`config.mk`:
```
export PLATFORM = sky130hd
export DESIGN_NAME = tdhh_ctrl
export DESIGN_NICKNAME = d
export VERILOG_FILES = /design/src/rtl/tdhh_pkg.sv /design/src/rtl/tdhh_ctrl.sv
export SDC_FILE = /design/constraint.sdc
export NUM_CORES = 1
export LEC_CHECK = 0
export CORE_AREA = 2 2 39 41
export DETAILED_ROUTE_END_ITERATION = 8
export DIE_AREA = 0 0 41 43
export DONT_BUFFER_PORTS = 1
export MAX_ROUTING_LAYER = met4
export SETUP_SLACK_MARGIN = 0.3
export SLEW_MARGIN = 25
export SYNTH_ARGS = -nofsm -noshare
export SYNTH_HDL_FRONTEND = slang
export SYNTH_SLANG_ARGS = --single-unit
```
`constraint.sdc`:
```
create_clock -name clk -period 1.3 [get_ports clk]
set_input_delay 0 -clock clk [delete_from_list [all_inputs] [get_ports clk]]
set_output_delay 0 -clock clk [all_outputs]
set_load 0.005 [all_outputs]
```
`src/rtl/tdhh_pkg.sv`:
```
// Package for the TDC record hit histogrammer: widths, opcodes, record types
// and the command and status structs between controller and datapath.
// No dependencies.
package tdhh_pkg;

	localparam int CHANNELS_DEFAULT    = 256;
	localparam int COUNT_WIDTH_DEFAULT = 32;
	localparam int SUBSYSTEMS          = 4;
	localparam int SUB_W               = 2;

	localparam int OPCODE_W    = 3;
	localparam int WORD_W      = 32;
	localparam int CHAN_W      = 8;
	localparam int HALF_W      = 16;
	localparam int IDX_W       = 14;
	localparam int IN_TDATA_W  = 48;
	localparam int OUT_TDATA_W = 40;

	localparam logic [OPCODE_W-1:0] OP_DATA   = 3'd0;
	localparam logic [OPCODE_W-1:0] OP_HIT    = 3'd1;
	localparam logic [OPCODE_W-1:0] OP_OVF    = 3'd2;
	localparam logic [OPCODE_W-1:0] OP_EVT    = 3'd3;
	localparam logic [OPCODE_W-1:0] OP_MAXLEN = 3'd4;

	localparam logic [HALF_W-1:0] TYPE_EVENT   = 16'h8000;
	localparam logic [HALF_W-1:0] TYPE_SETUP   = 16'h8001;
	localparam logic [HALF_W-1:0] TYPE_TEXT    = 16'h8002;
	localparam logic [HALF_W-1:0] MARKER_SETUP = 16'h7FFF;
	localparam logic [HALF_W-1:0] MARKER_RESET = 16'hFFFF;

	typedef struct packed {
		logic load;
		logic clr_step;
		logic commit;
	} ctrl_cmd_t;

	typedef struct packed {
		logic clr_last;
		logic need_clear;
	} dp_stat_t;

endpackage

```
`src/rtl/tdhh_ctrl.sv`:
```
// Controller of the histogrammer: clear sweep, input and output handshake,
// and the read and commit steps of each item. Depends on tdhh_pkg.
module tdhh_ctrl import tdhh_pkg::*; (
	input  logic      clk,
	input  logic      arst_n,
	input  logic      s_tvalid,
	output logic      s_tready,
	output logic      m_tvalid,
	input  logic      m_tready,
	input  dp_stat_t  stat,
	output ctrl_cmd_t cmd
);

	localparam logic [1:0] S_CLEAR  = 2'd0;
	localparam logic [1:0] S_IDLE   = 2'd1;
	localparam logic [1:0] S_READ   = 2'd2;
	localparam logic [1:0] S_COMMIT = 2'd3;

	logic [1:0] state_q;
	logic [1:0] state_d;
	logic       out_valid_q;

	assign s_tready     = (state_q == S_IDLE) && (!out_valid_q || m_tready);
	assign m_tvalid     = out_valid_q;
	assign cmd.load     = s_tvalid && s_tready;
	assign cmd.clr_step = (state_q == S_CLEAR);
	assign cmd.commit   = (state_q == S_COMMIT);

	always_comb begin
		state_d = state_q;
		unique case (state_q)
			S_CLEAR: begin
				if (stat.clr_last) begin
					state_d = S_IDLE;
				end
			end
			S_IDLE: begin
				if (cmd.load) begin
					state_d = S_READ;
				end
			end
			S_READ: begin
				state_d = S_COMMIT;
			end
			S_COMMIT: begin
				state_d = stat.need_clear ? S_CLEAR : S_IDLE;
			end
			default: begin
				state_d = S_CLEAR;
			end
		endcase
	end

	always_ff @(posedge clk or negedge arst_n) begin
		if (!arst_n) begin
			state_q     <= S_CLEAR;
			out_valid_q <= 1'b0;
		end else begin
			state_q <= state_d;
			if (cmd.commit) begin
				out_valid_q <= 1'b1;
			end else if (m_tready) begin
				out_valid_q <= 1'b0;
			end
		end
	end

endmodule

```
Yosys cells after proc, flatten, opt, wreduce, memory -nomap -nowiden
Cells that the tools add are included.

Equality and inequality tests: 5. Muxes and demuxes: 6. Reduce and logical (&&, ||, !) cells: 7.

Operators by type and width (count): $pmux W2 S4 (1); $eq A2 B2 Y1 const B (2); $mux W2 (2); $ne A2 B2 Y1 const B (2); $mux W1 (3); $eq A2 B1 Y1 const B (1); $logic_and A1 B1 Y1 (2); $logic_not A2 Y1 (1); $reduce_and A2 Y1 (1); $reduce_bool A2 Y1 (1); $logic_not A1 Y1 (1); $logic_or A1 B1 Y1 (1).

Register bits after elaboration: 3. Output and inout bits: 5. Logic and storage cells: 20.

Logic depth before layout (Yosys ltp)
Gate-level depths: netlist (run 1).

Word-level depth: 6. Mapped depth: 5. Mapped depth without buffers: 5.

Worst setup path before layout (run 1)
No wires, ideal clock.

Kind: flip-flop to flip-flop. From: register state_q[0]. To: register state_q[0]. Setup time: 83 ps. Arrival: 1332 ps. Data required time: 1217 ps. Slack: -114 ps. Cell stages (with the launch flop): 6. Buffers on the path: 0. Path through: dfrtp_1 inv_1 ha_1 nor2b_1 or4_1 o21ai_0.

RTL lines: start, declared (line tdhh_ctrl.sv:19) `logic [1:0] state_q;`; start signal, assigned (line tdhh_ctrl.sv:59) `state_q <= state_d;`.

Final worst setup path (run 1)
From: register state_q[1]. To: register state_q[0].

Longest elaborated chain between the ends: 5. Elaborated cells between the ends (all ways): 10. Those cells by class: eq/ne (5); mux (1); reduce/logical (4).

RTL lines: $eq A2 B1 Y1 (line tdhh_ctrl.sv:23, tdhh_ctrl.sv:31); $logic_and A1 B1 Y1 (line tdhh_ctrl.sv:23) `assign s_tready = (state_q == S_IDLE) && (!out_valid_q || m_tready);`; $logic_and A1 B1 Y1 (line tdhh_ctrl.sv:25) `assign cmd.load = s_tvalid && s_tready;`; $ne A2 B2 Y1 (no line); $reduce_and A2 Y1 (no line).

Several ways; a longest one is shown, not always the timed one. A chain may end at the register's enable or synchronous reset.

==> results.py, run 1 <==
metrics = {
    "sta": {
        "finClkSkew_ns": 0.00724,
        "period_minus_slack_ns": 1.36,
        "setup_viol": 2,
        "slew_headroom_pct": 89.5,
        "fmax_ghz": 0.734,
        "worstMarginPinSlew_ns": 0.156,
        "hold_viol": 0,
        "drv_slew": 0,
        "rsz0062_at_grt": "yes",
        "worst_slack_ns": -0.0619,
        "finalCritPeriodShare_pct": 105,
        "timing.hold.ws_ns": 0.0191,
        "finalSetupTns_ns": -0.0640,
    },
    "routing": {
        "postRouteAntennaNets": 0,
        "vias": 183,
        "route.detailed.drc": 0,
        "routedWlPerCell_um": 9.87,
        "drt-initial-drc-count": 3,
        "routed_wl_um": 464,
        "via_per_inst": 3.89,
        "first_pass_iters": 2,
    },
    "global_routing": {
        "grt_pass1_wl_um": 676,
        "grt_overflow": 0,
        "gr-usage-all-layers_pct": 6.99,
        "antenna_found_initial": 0,
        "grt_pass1_vias": 168,
        "grt_max_degree": 5,
    },
    "cts": {
        "cts_num_sinks": 3,
        "cts_made_buffers": 3,
        "insertion_delay_ns": 0.24,
        "root_buffer": "clkbuf_4",
        "htreeDepth": 1,
        "clockBufferDepth": 2,
        "cts.clk_slew.worst_paths_ns": 0.04,
        "cts_tree": "done",
    },
    "place": {
        "dp.cells": 41,
        "gp_congestion": 0.659,
        "pre_cts_ws_ns": -0.0895,
        "port_buffers": 0,
    },
    "floorplan": {
        "core_um2": 1380,
        "start_util_pct": 15.6,
        "dieArea_um2": 1760,
        "die_h_um": 43,
        "rows": 14,
        "die_x_um": 41,
        "ios": 11,
    },
    "logic_synthesis": {
        "synth_seq_cells": 3,
        "ys_types": 14,
        "synth_area_um2": 216,
        "seq_area_frac_synth_pct": 34.7,
        "yosys_warnings": 0,
        "synthesis.nets": 30,
        "syn_area_per_cell_um2": 10.3,
        "synth_cells": 21,
    },
    "pwr": {
        "power.density_nw_per_um2": 2500,
        "p_leak_uw": 0.000159,
        "p_total_uw": 886,
        "ir_worst_vdd_mv": 0.553,
    },
    "cells_and_area": {
        "final_nets": 41,
        "fin_cells": 47,
        "drive_above_1_share_pct": 61.3,
        "syn_to_final_growth_pct": 63.6,
        "num_antenna_cells": 0,
        "fill_cells": 143,
        "final_cell_mix": "5 x buf_4, 3 x clkbuf_4, 3 x dfrtp_1",
        "final_common_cell": "buf_4",
    },
    "setup_path": {
        "cp_slowest_cell": "or4_1",
        "cp_max_fo": 3,
        "crit_family": "simple AND/OR/NAND/NOR gates",
        "endpoint_kind": "register",
        "cp-start-kind": "register",
        "crit_type": "register to register",
        "crit_buf_inv": 1,
        "cp_cell_sequence": "inv_2, ha_2, a21boi_4, or4_1, o21ai_1",
        "required_ns": 1.46,
        "slowest_delay_ns": 0.46,
        "cp.arrival_ns": 1.52,
    },
    "flow_run": {
        "maxCapViolCount": 0,
    },
    "status": {
        "status": "complete, but fails checks",
        "violations": "setup timing",
    },
    "worst_hold_path": {
        "worst_hold_path_type": "input pin to asynchronous set/reset pin",
    },
}
-- synth_stat cells (all sizes together) --
master	instances	area share (%)
dfrtp	3	35
ha	3	17
inv	2	3.5
nor2	2	3.5
nor2b	2	5.8
a21boi	1	5.2
and2	1	3.5
and3	1	3.5
mux2	1	5.2
nand2b	1	6.4
nor3	1	2.3
o21ai	1	2.3
or2b	1	3.5
or4	1	3.5
-- power breakdown --
part           total [uW]  switching [uW]  internal, uW
registers             189            44.6           145
logic                 532             213           319
clock network         165            49.9           115
total                 886             308           579
-- worst paths after layout --
kind                         endpoint        from  slack, ns  cells after the start
setup / recovery           state_q[0]  state_q[1]      -0.06                      5
hold / removal             state_q[0]      arst_n       0.02                      1
setup reg to reg           state_q[0]  state_q[1]      -0.06                      5
hold reg to reg            state_q[0]  state_q[0]       0.62                      2
max in group asynchronous    m_tvalid      arst_n       1.12                      1
min in group clk           state_q[0]     stat[1]       0.05                      3
-- what timing repair did --
action | CTS | global route
endpoints found under the setup margin | 7 | 6
pin swaps | 1 | 1
setup buffers | 0 | 1
resized for setup | 7 | 0
hold buffers | 1 | 0
hold endpoints to repair | 3 | 0
-- routing by layer --
| metal | GRT usage, % | vias to the layer above | share of wire (%) |
|---|---|---|---|
| met5 | - | - | 0 |
| met4 | 8.00 | 0 | 0 |
| met3 | 6.28 | 0 | 11 |
| met2 | 8.44 | 9 | 53 |
| met1 | 5.45 | 84 | 35 |
| li1 | - | 90 | - |
-- flip-flops by register name, summed over array words and instances, names as in the netlist --
signal	count
m_tvalid	1
state_q	2
-- through the flow --
step	utilization [%]	cell area, um2
6_report	25.6	354
5_1_grt	25.6	354
2_1_floorplan	-	229
3_3_place_gp	20.2	279
3_5_place_dp	20.2	279
4_1_cts	25.0	347
-- final cells by class --
cell class	count	area [um2]	area share, %
Tap cell	16	20.0	5.65
Timing Repair Buffer	6	47.5	13.4
Sequential cell	3	75.1	21.2
Clock buffer	4	26.3	7.42
Inverter	2	7.51	2.12
Multi-Input combinational cell	16	178	50.2
-- cells by family (layout without fill, tap and decap cells) --
family          after synthesis  after routing  synth area share (%)
simple gates                 10             10                  31.8
fa+ha+maj                     3              3                  17.3
flops                         3              3                  34.7
compound gates                2              2                  7.51
buf+inv                       2             12                  3.47
mux                           1              1                  5.20
Note: power is estimated with default switching activity, not from simulation.
==> run 2: changes to the inputs <==
--- a/config.mk
+++ b/config.mk
@@ -7,2 +7,3 @@
 export LEC_CHECK = 0
+export ABC_CLOCK_PERIOD_IN_PS = 1300
 export CORE_AREA = 2 2 39 41
@@ -12,2 +13,3 @@
 export MAX_ROUTING_LAYER = met4
+export PLACE_DENSITY = 0.36
 export SETUP_SLACK_MARGIN = 0.3
==> constraint.sdc (replaced) <==
create_clock -name clk -period 1.3 [get_ports clk]
set_input_delay 0.195 -clock clk [delete_from_list [all_inputs] [get_ports clk]]
set_output_delay 0.195 -clock clk [all_outputs]
set_load 0.005 [all_outputs]
==> run 2 against run 1 <==
- the run still ends with setup timing left
- critical endpoint unchanged
- register-to-register slack is essentially flat
- die area is the same
- final cell count is 4.3% higher
- hold slack gained 0.20 ns
- wire length increased by 21%
- maximum frequency is 0.12% lower
- via count increased by 5.5%
- clock power hardly changed
- global-route usage increased by 1.2 points
==> results.py, run 2 (same netlist as run 1, synthesis figures left out) <==
metrics = {
    "status": {
        "status": "complete, but fails checks",
        "violations": "setup timing",
    },
    "place": {
        "dp.cells": 42,
        "dp_hpwl_um": 380,
        "gp_congestion": 0.564,
        "pre_cts_ws_ns": -0.0837,
        "port_buffers": 0,
    },
    "sta": {
        "hold_viol": 0,
        "slew_headroom_pct": 90.0,
        "finClkSkew_ns": 0.00113,
        "worst_slack_ns": -0.0635,
        "rsz0062_at_grt": "yes",
        "worstMarginPinSlew_ns": 0.148,
        "finalCritPeriodShare_pct": 105,
        "drv_slew": 0,
        "setup_viol": 3,
        "period_minus_slack_ns": 1.36,
        "timing.hold.ws_ns": 0.214,
        "fmax_ghz": 0.733,
    },
    "setup_path": {
        "crit_type": "register to register",
        "required_ns": 1.45,
        "cp_cell_sequence": "ha_4, a21boi_4, or4_1, o21ai_1",
        "crit_buf_inv": 0,
        "cp_max_fo": 4,
        "cp_slowest_cell": "or4_1",
        "slowest_delay_ns": 0.45,
        "crit_family": "simple AND/OR/NAND/NOR gates",
        "cp-start-kind": "register",
        "endpoint_kind": "register",
        "cp.arrival_ns": 1.51,
    },
    "pwr": {
        "power.density_nw_per_um2": 2550,
        "sw_frac_of_total_pct": 34.6,
        "power_switching_uw": 339,
        "ir_worst_vdd_mv": 0.842,
        "p_comb_share_pct": 62.7,
        "seqPwrFrac_pct": 20.7,
        "p_int_uw": 641,
        "p_leak_uw": 0.000170,
        "clock_power_share_pct": 16.6,
    },
    "global_routing": {
        "gr-usage-all-layers_pct": 8.23,
        "grt_pass1_vias": 207,
        "grt_pass1_wl_um": 814,
        "antenna_found_initial": 0,
        "grt_overflow": 0,
        "grt_max_degree": 5,
    },
    "flow_run": {
        "maxCapViolCount": 0,
    },
    "floorplan": {
        "die_x_um": 41,
        "dieArea_um2": 1760,
        "ios": 11,
        "rows": 14,
        "core_um2": 1380,
        "die_h_um": 43,
        "start_util_pct": 15.6,
    },
    "cells_and_area": {
        "largest_register_ffs": 2,
        "fin_util_pct": 27.8,
        "syn_to_final_growth_pct": 77.5,
        "fin_cells": 49,
        "num_antenna_cells": 0,
        "fill_cells": 159,
        "regMostFlops": "state_q",
        "final_cell_mix": "6 x buf_4, 3 x ha_4, 3 x clkbuf_4",
        "drive_above_1_share_pct": 66.7,
        "final_common_cell": "buf_4",
        "final_nets": 43,
    },
    "routing": {
        "routed_wl_um": 563,
        "route.detailed.drc": 0,
        "vias": 193,
        "via_per_inst": 3.94,
        "routedWlPerCell_um": 11.5,
        "postRouteAntennaNets": 0,
        "first_pass_iters": 4,
        "drt-initial-drc-count": 3,
    },
    "worst_hold_path": {
        "worst_hold_path_type": "input pin to asynchronous set/reset pin",
    },
    "cts": {
        "insertion_delay_ns": 0.23,
        "root_buffer": "clkbuf_4",
        "clockBufferDepth": 2,
        "cts_made_buffers": 3,
        "htreeDepth": 1,
        "cts_tree": "done",
        "cts.clk_slew.worst_paths_ns": 0.04,
        "cts_num_sinks": 3,
    },
}
run 2: final timing paths:
check	start	to	slack [ns]	cells past startpoint
min in group clk	stat[0]	state_q[0]	0.23	3
hold reg to reg	state_q[0]	state_q[0]	0.62	2
max in group asynchronous	arst_n	state_q[0]	0.93	1
hold / removal	arst_n	m_tvalid	0.21	1
setup reg to reg	state_q[0]	state_q[0]	-0.06	4
setup / recovery	state_q[0]	state_q[0]	-0.06	4
run 2: repair_timing:
action / CTS / global route
pin swaps: 2 / 0
hold endpoints to repair: 3 / 0
endpoints found under the setup margin: 7 / 7
buffers inserted: 1 / 1
gates resized for setup: 4 / 6
hold buffers: 1 / 0
run 2: power by group through the flow:
stage | sequential (uW) | combinational [uW] | clock (uW)
after floorplan | 187 | 268 | 0
after global routing | 211 | 682 | 179
final | 203 | 614 | 163
after global placement | 190 | 426 | 0
after detailed placement | 191 | 438 | 0
after CTS | 195 | 518 | 172
run 2: final cells by class:
type                    count  area (um2)  share of cell area [%]
clock buffers               4        26.3                    6.84
well taps                  16        20.0                    5.21
flip-flops and latches      3        76.3                    19.9
inverters                   2        7.51                    1.95
repair buffers              8        66.3                    17.3
multi-input cells          16         188                    48.9
run 2: worst register-to-register path: stages, from the launching register on:
cell and delay [ns]:
dfrtp_2 0.43, ha_4 0.17, a21boi_4 0.14, or4_1 0.45
o21ai_1 0.09
run 2: layer usage:
metal  vias to the layer above  routed length, um  GRT usage, %
li1                         93                  -             -
met1                        88                204          5.79
met2                        10                291          11.9
met3                         2                 48          3.14
met4                         0                 19          12.0
met5                         -                  0             -
run 2: through the flow:
stage / cell area (um2) / total power [uW] / setup TNS [ns]
final: 384 / 980 / -0.0853
after global routing: 384 / 1070 / -0.318
after CTS: 348 / 885 / -0.171
after detailed placement: 287 / 629 / -0.123
after global placement: 287 / 616 / -0.115
after floorplan: 229 / 455 / -0.0324
==> run 3: changes to the inputs <==
Settings changed: ABC_AREA set to 1, ABC_CLOCK_PERIOD_IN_PS 1300 to 1200.
Clock period 1.3 ns to 1.2 ns, I/O delays scaled along.
==> run 3 against run 2 <==
- the run still ends with setup timing left
- wire length is 8.5% lower
- die area stayed put
- flip-flop and latch count stayed put
- count of clock-buffer cells in the layout is the same
- sequential power increased by 6%
- synthesized cell count is 38% higher
- largest cell class unchanged
==> results.py, run 3 <==
metrics = {
    "setup_path": {
        "cp_cell_sequence": "inv_2, ha_4, inv_2, nor3_2",
        "crit_family": "flip-flops",
        "crit_type": "register to primary output",
        "cp-start-kind": "register",
        "cp.arrival_ns": 1.03,
        "cp_max_fo": 3,
        "crit_buf_inv": 2,
        "slowest_delay_ns": 0.38,
        "endpoint_kind": "primary output",
        "crit_top_cell": "inv_2",
        "required_ns": 1.02,
        "cp_slowest_cell": "dfrtp_1",
    },
    "sta": {
        "worstMarginPinSlew_ns": 0.227,
        "timing.hold.ws_ns": 0.199,
        "finalCritPeriodShare_pct": 100,
        "drv_slew": 0,
        "hold_viol": 0,
        "setup_viol": 2,
        "fmax_ghz": 0.829,
        "worst_slack_ns": -0.00563,
        "finClkSkew_ns": 0.000276,
        "slew_headroom_pct": 84.9,
        "rsz0062_at_grt": "yes",
        "period_minus_slack_ns": 1.21,
    },
    "floorplan": {
        "ios": 11,
        "dieArea_um2": 1760,
        "core_um2": 1380,
        "die_x_um": 41,
        "rows": 14,
        "die_h_um": 43,
        "start_util_pct": 16.3,
    },
    "status": {
        "status": "complete, but fails checks",
        "violations": "setup timing",
    },
    "place": {
        "dp.cells": 47,
        "dpl_cell_area_um2": 278,
        "gp_congestion": 0.602,
        "port_buffers": 0,
        "dp_hpwl_um": 394,
    },
    "cells_and_area": {
        "largest_register_ffs": 2,
        "regMostFlops": "state_q",
        "final_cell_mix": "5 x nand2_1, 5 x buf_4, 4 x inv_2",
        "fin_util_pct": 25.3,
        "num_antenna_cells": 0,
        "finalInstanceArea_um2": 350,
        "fill_cells": 153,
        "syn_to_final_growth_pct": 55.6,
        "fin_cells": 55,
        "final_nets": 49,
        "drive_above_1_share_pct": 59.0,
    },
    "logic_synthesis": {
        "synth_edf_count": 0,
        "seq_area_frac_synth_pct": 33.3,
        "ys_types": 12,
        "synthesis.nets": 38,
        "synth_flop_cell": "dfrtp_1",
        "synth_cells": 29,
        "yosys_warnings": 0,
        "synth_most_common_cell": "inv_1",
        "syn_area_per_cell_um2": 7.77,
        "synth_area_um2": 225,
        "synthTopCellsByCount": "7 x inv_1, 5 x nand2_1, 4 x nand3_1",
        "synth_seq_cells": 3,
        "async_flop_share_pct": 100,
        "synth_top_area_share_pct": 33.3,
        "synth_top_area_cell": "dfrtp_1",
        "synth_area_leaders": "dfrtp_1 33%, ha_1 17%, inv_1 12%",
    },
    "routing": {
        "postRouteAntennaNets": 0,
        "routedWlPerCell_um": 9.36,
        "vias": 212,
        "route.detailed.drc": 0,
        "routed_wl_um": 515,
        "via_per_inst": 3.85,
        "first_pass_iters": 1,
        "drt-initial-drc-count": 0,
    },
    "global_routing": {
        "grt_pass1_wl_um": 834,
        "grt_pass1_vias": 220,
        "grt_overflow": 0,
        "gr-usage-all-layers_pct": 7.72,
        "antenna_found_initial": 0,
        "grt_max_degree": 5,
    },
    "pwr": {
        "clock_power_share_pct": 18.2,
        "p_total_uw": 957,
        "seqPwrFrac_pct": 22.5,
        "p_leak_uw": 0.000179,
        "power_switching_uw": 378,
        "power.density_nw_per_um2": 2730,
        "sw_frac_of_total_pct": 39.5,
        "p_comb_share_pct": 59.3,
        "p_int_uw": 579,
        "ir_worst_vdd_mv": 0.349,
    },
    "cts": {
        "htreeDepth": 1,
        "cts.clk_slew.worst_paths_ns": 0.03,
        "cts_tree": "done",
        "insertion_delay_ns": 0.23,
        "root_buffer": "clkbuf_4",
        "clockBufferDepth": 2,
        "cts_num_sinks": 3,
        "cts_made_buffers": 3,
    },
    "worst_hold_path": {
        "worst_hold_path_type": "input pin to asynchronous set/reset pin",
    },
    "flow_run": {
        "maxCapViolCount": 0,
    },
}
==> run 3: path summary, 6_finish.rpt <==
check | startpoint | to | slack [ns] | cells after the start
worst max-delay path | state_q[1] | cmd[2] | -0.006 | 4
worst min-delay path | arst_n | m_tvalid | 0.20 | 1
worst max register to register | state_q[0] | state_q[0] | 0.01 | 7
worst min register to register | state_q[1] | state_q[1] | 0.70 | 4
max in group asynchronous | arst_n | state_q[0] | 0.85 | 1
min in group clk | stat[1] | state_q[0] | 0.22 | 3
==> run 3: cell families after synthesis <==
family,synth area share [%]
AOI/OAI and AO/OA,5.00
adders and majority gates,16.7
buffers and inverters,11.7
DFF,33.3
and+or+nand+nor,33.3
==> run 3: routing by layer <==
| metal | vias to the layer above | global-route usage, % | part of all wire [%] |
|---|---|---|---|
| li1 | 106 | - | - |
| met1 | 95 | 4.84 | 31 |
| met2 | 9 | 13.1 | 55 |
| met3 | 2 | 4.71 | 11 |
| met4 | 0 | 6.00 | 3.1 |
| met5 | - | - | 0 |
==> run 3: area by class of cell <==
cell class	instances	area (um2)	share of cell area, %
multi-input cells	19	154	43.9
flip-flops and latches	3	76.3	21.8
repair buffers	6	47.5	13.6
clock buffers	4	26.3	7.50
inverters	7	26.3	7.50
well taps	16	20.0	5.71
==> run 3: worst reg2reg max path, cell delays in order (launching register included) <==
cell,delay [ns]
dfrtp_2,0.44
inv_2,0.07
ha_2,0.18
inv_2,0.04
or2_4,0.24
nand2_2,0.07
nand2_1,0.05
nand2_1,0.05
==> run 3: power by group through the flow <==
stage,Sequential [uW],Combinational [uW],Clock (uW)
floorplan,197,350,0
global placement,210,455,0
detailed placement,208,465,0
CTS,214,558,183
global route,226,654,194
finish,215,568,174
==> run 3: through the flow <==
| step | worst slack [ns] | TNS [ns] |
|---|---|---|
| floorplan | 0.0449 | 0 |
| CTS | -0.0559 | -0.155 |
| global route | -0.0792 | -0.356 |
| detailed placement | -0.0184 | -0.0321 |
| finish | -0.00563 | -0.0102 |
| global placement | -0.00850 | -0.0151 |
==> run 3: repair_timing <==
action,in CTS,in global routing
endpoints found under the hold margin,3,0
buffers inserted,2,1
cloned,0,0
hold buffers,1,0
setup endpoints to repair,7,7
resized for setup,5,1
pin swaps,2,2
